File: config.mk
export PLATFORM = sky130hd
export DESIGN_NAME = mhtq_front
export DESIGN_NICKNAME = d
export VERILOG_FILES = /design/src/sv/min_heap_timer_queue_assert.svh /design/src/sv/mhtq_pkg.sv /design/src/sv/mhtq_front.sv
export SDC_FILE = /design/constraint.sdc
export NUM_CORES = 1
export LEC_CHECK = 0
export BUFFER_PORTS_ARGS = -buffer_cell sky130_fd_sc_hd__buf_2
export CAP_MARGIN = 15
export CELL_PAD_IN_SITES_DETAIL_PLACEMENT = 0
export CELL_PAD_IN_SITES_GLOBAL_PLACEMENT = 1
export CORE_ASPECT_RATIO = 1.1
export CORE_MARGIN = 3
export CORE_UTILIZATION = 30
export DETAILED_ROUTE_END_ITERATION = 6
export GPL_TIMING_DRIVEN = 0
export PLACE_DENSITY = 0.57
export SLEW_MARGIN = 10
export SYNTH_ARGS = -nofsm -noshare
export SYNTH_HDL_FRONTEND = slang
export SYNTH_SLANG_ARGS = --single-unit
export TNS_END_PERCENT = 100
File: constraint.sdc
create_clock -name clk -period 3.3 [get_ports clk]
set_input_delay 0.33 -clock clk [delete_from_list [all_inputs] [get_ports clk]]
set_output_delay 0.33 -clock clk [all_outputs]
set_load 0.03 [all_outputs]
File: src/sv/min_heap_timer_queue_assert.svh
// assertion macros for the timer queue
`ifndef MIN_HEAP_TIMER_QUEUE_ASSERT_SVH
`define MIN_HEAP_TIMER_QUEUE_ASSERT_SVH

`ifndef NO_ASSERTIONS

// plain property checked at every rising clock edge outside reset
`define MHTQ_ASSERT(lbl, clk, rst, prop) \
  lbl: assert property (@(posedge clk) disable iff (rst) (prop)) \
    else $error("min_heap_timer_queue assertion failed");

// same-cycle implication
`define MHTQ_ASSERT_IMP(lbl, clk, rst, ante, cons) \
  lbl: assert property (@(posedge clk) disable iff (rst) (ante) |-> (cons)) \
    else $error("min_heap_timer_queue assertion failed");

`else

`define MHTQ_ASSERT(lbl, clk, rst, prop)
`define MHTQ_ASSERT_IMP(lbl, clk, rst, ante, cons)

`endif

`endif

File: src/sv/mhtq_pkg.sv
package mhtq_pkg;

  localparam int DEPTH_DEF     = 64;
  localparam int KEY_WIDTH_DEF = 32;

  localparam logic CMD_INSERT = 1'b0;
  localparam logic CMD_POP    = 1'b1;

  localparam logic [1:0] STATUS_OK    = 2'd0;
  localparam logic [1:0] STATUS_FULL  = 2'd1;
  localparam logic [1:0] STATUS_EMPTY = 2'd2;

  // one queued request, key already trimmed to the stored width
  typedef struct packed {
    logic        cmd;
    logic [31:0] key;
    logic [31:0] payload;
  } heap_req_t;

endpackage

File: src/sv/mhtq_front.sv
module mhtq_front #(
  parameter int KEY_WIDTH = 32
) (
  input  logic               clk,
  input  logic               rst,
  input  logic               in_valid,
  output logic               in_stall,
  input  logic               cmd,
  input  logic [31:0]        new_key,
  input  logic [31:0]        new_payload,
  output logic               req_valid,
  output mhtq_pkg::heap_req_t req,
  input  logic               req_take
);

  import mhtq_pkg::*;

  heap_req_t  slots [2];
  logic       wr_ptr;
  logic       rd_ptr;
  logic [1:0] fill;
  logic       accept;
  heap_req_t  word_in;

  // classify the word and drop key bits above the stored width
  always_comb begin
    word_in.cmd     = (cmd == CMD_POP) ? CMD_POP : CMD_INSERT;
    word_in.key     = 32'(new_key[KEY_WIDTH-1:0]);
    word_in.payload = new_payload;
  end

  assign in_stall  = (fill == 2'd2);
  assign accept    = in_valid && !in_stall;
  assign req_valid = (fill != 2'd0);
  assign req       = slots[rd_ptr];

  always_ff @(posedge clk) begin
    if (accept) begin
      slots[wr_ptr] <= word_in;
    end
  end

  always_ff @(posedge clk) begin
    if (rst) begin
      wr_ptr <= 1'b0;
      rd_ptr <= 1'b0;
      fill   <= 2'd0;
    end else begin
      if (accept) begin
        wr_ptr <= ~wr_ptr;
      end
      if (req_take) begin
        rd_ptr <= ~rd_ptr;
      end
      case ({accept, req_take})
        2'b10:   fill <= fill + 2'd1;
        2'b01:   fill <= fill - 2'd1;
        default: fill <= fill;
      endcase
    end
  end

endmodule

Word-level counts from Yosys, hierarchy flattened
Memories as Yosys holds them, arrays and structs flattened. A register that Yosys moved wholly into a read port is not among the register bits.
Cells that the tools add are included.
{ "word_totals": {"rom_bits": 0, "output_inout_bits": 67, "ram_bits": 130, "wordCells": 21, "input_bits": 69, "n_memories": 1, "regBits": 4, "latchBits": 0} }
{ "classes": {"bitwise": 2, "n_reduce_logical": 4, "n_shift": 0, "eq_ne": 3, "muxes": 6, "magnitude_cmp": 0, "multipliers": 0, "div": 0, "add_sub_neg": 2} }
{ "memory_table": {"columns": ["name", "words", "word_bits", "read_ports", "rd_ports_with_merged_regs", "wr", "line_no", "text"], "rows": [
  ["slots", 2, 65, 1, 1, 1, "mhtq_front.sv:18", "heap_req_t slots [2];"]
]} }
{ "op_table": {"columns": ["operator", "count"], "rows": [
  ["$mux 1", 5],
  ["$eq 2x2->1 const B", 2],
  ["$pmux 2 s2", 1],
  ["$reduce_bool 2->1", 2],
  ["$add 2x1->2 const B", 1],
  ["$eq 2x1->1 const B", 1],
  ["$not 1->1", 2],
  ["$sub 2x1->2 const B", 1],
  ["$logic_and 1x1->1", 1],
  ["$logic_not 1->1", 1]
]} }

Depth between registers and ports, before layout
{ "logic_depth": {"ltp_word": 5, "ltp_mapped": 6, "ltp_nobuf": 6} }

Worst setup path after synthesis
Ideal clock, no wire load.
{ "synth_path": {"path_type": "flip-flop to flip-flop", "startpoint": "register fill[0]", "endpoint": "memory slots[0][0] (netlist bit) (enable)", "required_time_ns": 2.881, "setup_ns": 0.419, "synth_period_minus_slack_ns": 2.625, "path_stages_with_launch": 5, "setup_slack_ns": 0.675, "arrival_ns": 2.206, "path_buffers": 0, "path_cell_list": "dfxtp_1 -> nand2b_2 -> inv_2 -> or3_1 -> inv_1"} }
{ "synth_via": {"elab_chain_len": 5} }
{ "synth_rtl": {"columns": ["element", "line_no", "text"], "rows": [
  ["start, declared", "mhtq_front.sv:21", "logic [1:0] fill;"],
  ["start signal, assigned", "mhtq_front.sv:56", "2'b10: fill <= fill + 2'd1;"],
  ["start signal, assigned", "mhtq_front.sv:57", "2'b01: fill <= fill - 2'd1;"],
  ["start signal, assigned", "mhtq_front.sv:58", "default: fill <= fill;"],
  ["$eq 2x2->1", "mhtq_front.sv:32", "assign in_stall = (fill == 2'd2);"],
  ["via in_stall", "mhtq_front.sv:7", "output logic in_stall,"],
  ["$logic_not 1->1", "mhtq_front.sv:33", "assign accept = in_valid && !in_stall;"],
  ["$logic_and 1x1->1", "mhtq_front.sv:33", null],
  ["$mux 1", "mhtq_front.sv:38", "if (accept) begin"],
  ["$mux 1 (not written as such)", "mhtq_front.sv:39", "slots[wr_ptr] <= word_in;"],
  ["end, declared", "mhtq_front.sv:18", null]
]} }
The timed path passes the listed nets, and every way through them passes these cells.

==> impl_results.md <==
* Maxcap violations at 0
* TNS Setup at 0 ns
* Critical path required time at between 2 and 3 ns
* Post-Route WL at 9470 um
* Register area at 4004 um^2
* Core Area at between 15,000 and 20,000 um^2
* Die Area at 17,910 um^2
* Latest clock arrival within the worst-skew pair at ~0.41 ns
* Synthesized cell area at 4902 um^2
* CTS tree: yes
* Worst-path clk slew at 0.05 ns
* Slew Viols, Final at 0
* Number of port buffers at roughly 140
* Fin nets at 453
* Tot GR Track Use at 10.97%
* Unique masters post-synth at 18
* #FFs+latches synth at approximately 140
* CP endpoint kind: primary output
* CP Launch Type: register
* Rows at 48
* Vias per inst at 4.262
* Slew @ Worst Pin at 0.5006 ns
* H-tree levels at 4
* Number of global-route vias before repair at 2,823
* Max Clock Freq at 0.4731 GHz
* DR iter-0 viols at 89
* Sequential cell area fraction in the yosys report at 81.67%
* # IOs at 136
* Status: finished, final reports clean
* Final design utilization at slightly above 40%
* Final hold violations at 0
* Hold Path Class: input port to register
* Ys Warns at 0
* WP data arrival at 1.78 ns
* Initial core utilization at 30.92%
* CTS Sinks at 135
* Antenna Nets Post-Route at 0
* Crit-path max FO at 10
* VDD IR max at 0.2828 mV
* Share of cells above drive strength 1 at between 60% and 70%
* Drc violations at 0
* Filler cell count at 1,522
* Largest net degree at the start of global routing at 58
* Tcrit/Tclk final at between 60% and 70%
* Clk root buf: clkbuf_16
* Area growth syn-to-layout at 31.14%
* Headroom to the max-slew limit at 66.63%
* Post-route design area at 6429 um^2
* Die W at 127.9 um
* Routability cong. at 0.6307
* Initial antenna violation count at 0
* LEAKAGE at 2.408 nW
* Min Hold Slack at between 0.1 and 0.15 ns
* N_diodes at 0
* Setup Buffers After CTS at 0
* Reg2reg start: fill[0]
* Most frequent cells in the layout: buf_2 (137), edfxtp_1 (130), mux2_2 (65), clkbuf_16 (17)
* Overflow after GRT at 0
* Post-route minimum period at 2.114 ns
* Post-DP Area at 5883 um^2
* Clock Tree Buf Depth at 2
* First-pass detailed-route iteration total at 4
* Die height at between 100 and 150 um
* First-pass GRT wire length at 14,820 um
* Synth Instances at 227
* Hold Path Origin: new_payload[24]
* RSZ-0062 raised after global routing: no
* Hold_buf cts at 0
* Syn Nets at 297
* Final Skew at roughly 0.0083 ns
* CTS Buf Count at 17
* CTS resizes at 0
* Most common cell after layout, fill and taps aside: buf_2
* Via count at between 2,000 and 3,000
* Multi-input gate area at 844.6 um^2
* Average size of a mapped cell at 21.60 um^2
* WL/cell at 15.92 um
* Setup Viol. Count Final at 0
* WS Path Type: register to primary output
* Power per cell area at 710.6 nW/um^2
* Dpl hpwl at 6120 um
[stage by stage]
step	setup WS, ns	power, W	instances
2_1_floorplan	0.6747	0.002623	227
4_1_cts	1.113	0.004652	595
3_5_place_dp	1.472	0.002873	564
3_3_place_gp	-0.2796	0.002852	562
6_report	1.186	0.004568	595
5_1_grt	1.069	0.004790	595
[state kept, by name, summed over array words and instances, names as in the netlist, named ones only]
register  count
slots       130
fill          2
rd_ptr        1
wr_ptr        1
[metal layers]
| layer | wire length [um] | share of wire [%] | GRT usage, % |
|---|---|---|---|
| met1 | 3877 | 41 | 12.52 |
| met2 | 4716 | 50 | 17.76 |
| met3 | 756 | 8.0 | 5.301 |
| met4 | 120 | 1.3 | 4.190 |
| met5 | 0 | 0 | 0 |
[cell type report]
| type | instances | area share [%] |
|---|---|---|
| plain buffers | 7 | 0.7396 |
| clock inverters | 11 | 1.693 |
| multi-input cells | 82 | 13.14 |
| inverters | 3 | 0.2141 |
| clock buffers | 20 | 6.793 |
| repair buffers | 137 | 11.25 |
| flip-flops and latches | 135 | 62.28 |
| well taps | 200 | 3.893 |
[cells in the mapped netlist]
cell type,n,area (um^2)
or3_1,2,12.51
buf_2,2,10.01
o21ai_0,2,10.01
ha_1,1,12.51
and3_1,1,6.260
inv_1,2,7.510
nand2_1,1,3.750
nand2b_2,1,8.760
xor2_1,1,8.760
mux2_2,65,732.0
buf_4,5,37.54
or2_2,1,6.260
a21oi_1,2,10.01
dfxtp_1,5,100.1
nor2_1,3,11.26
inv_2,1,3.750
xnor2_1,2,17.52
edfxtp_1,130,3904
[kinds of logic after synthesis]
kind of cell	share of synthesized area (%)
DFF	81.67
muxes	14.93
buffers and inverters	1.200
and+or+nand+nor	0.9955
AOI/OAI and AO/OA	0.4084
xor gates and xnor gates	0.5361
adders and majority gates	0.2552
[worst max-delay path, stage by stage, from the launching register on]
cell	delay, ns
dfxtp_1	0.31
buf_2	0.27
buf_4	0.26
mux2_2	0.35
buf_2	0.18
[where the power goes]
group / switching [W] / internal, W / total, W
combinational: 0.000474 / 0.000252 / 0.000727
clock: 0.000655 / 0.00109 / 0.00175
sequential: 0.0000332 / 0.00206 / 0.00209
total: 0.00116 / 0.00340 / 0.00457
[path summary, 6_finish.rpt]
kind,endpoint,slack [ns],cells past startpoint
worst max-delay path,req[35],1.19,4
worst min-delay path,slots[0][24],0.11,1
worst max register to register,slots[0][30],1.48,5
worst min register to register,wr_ptr,0.50,2
(Power assumes the default switching activity.)
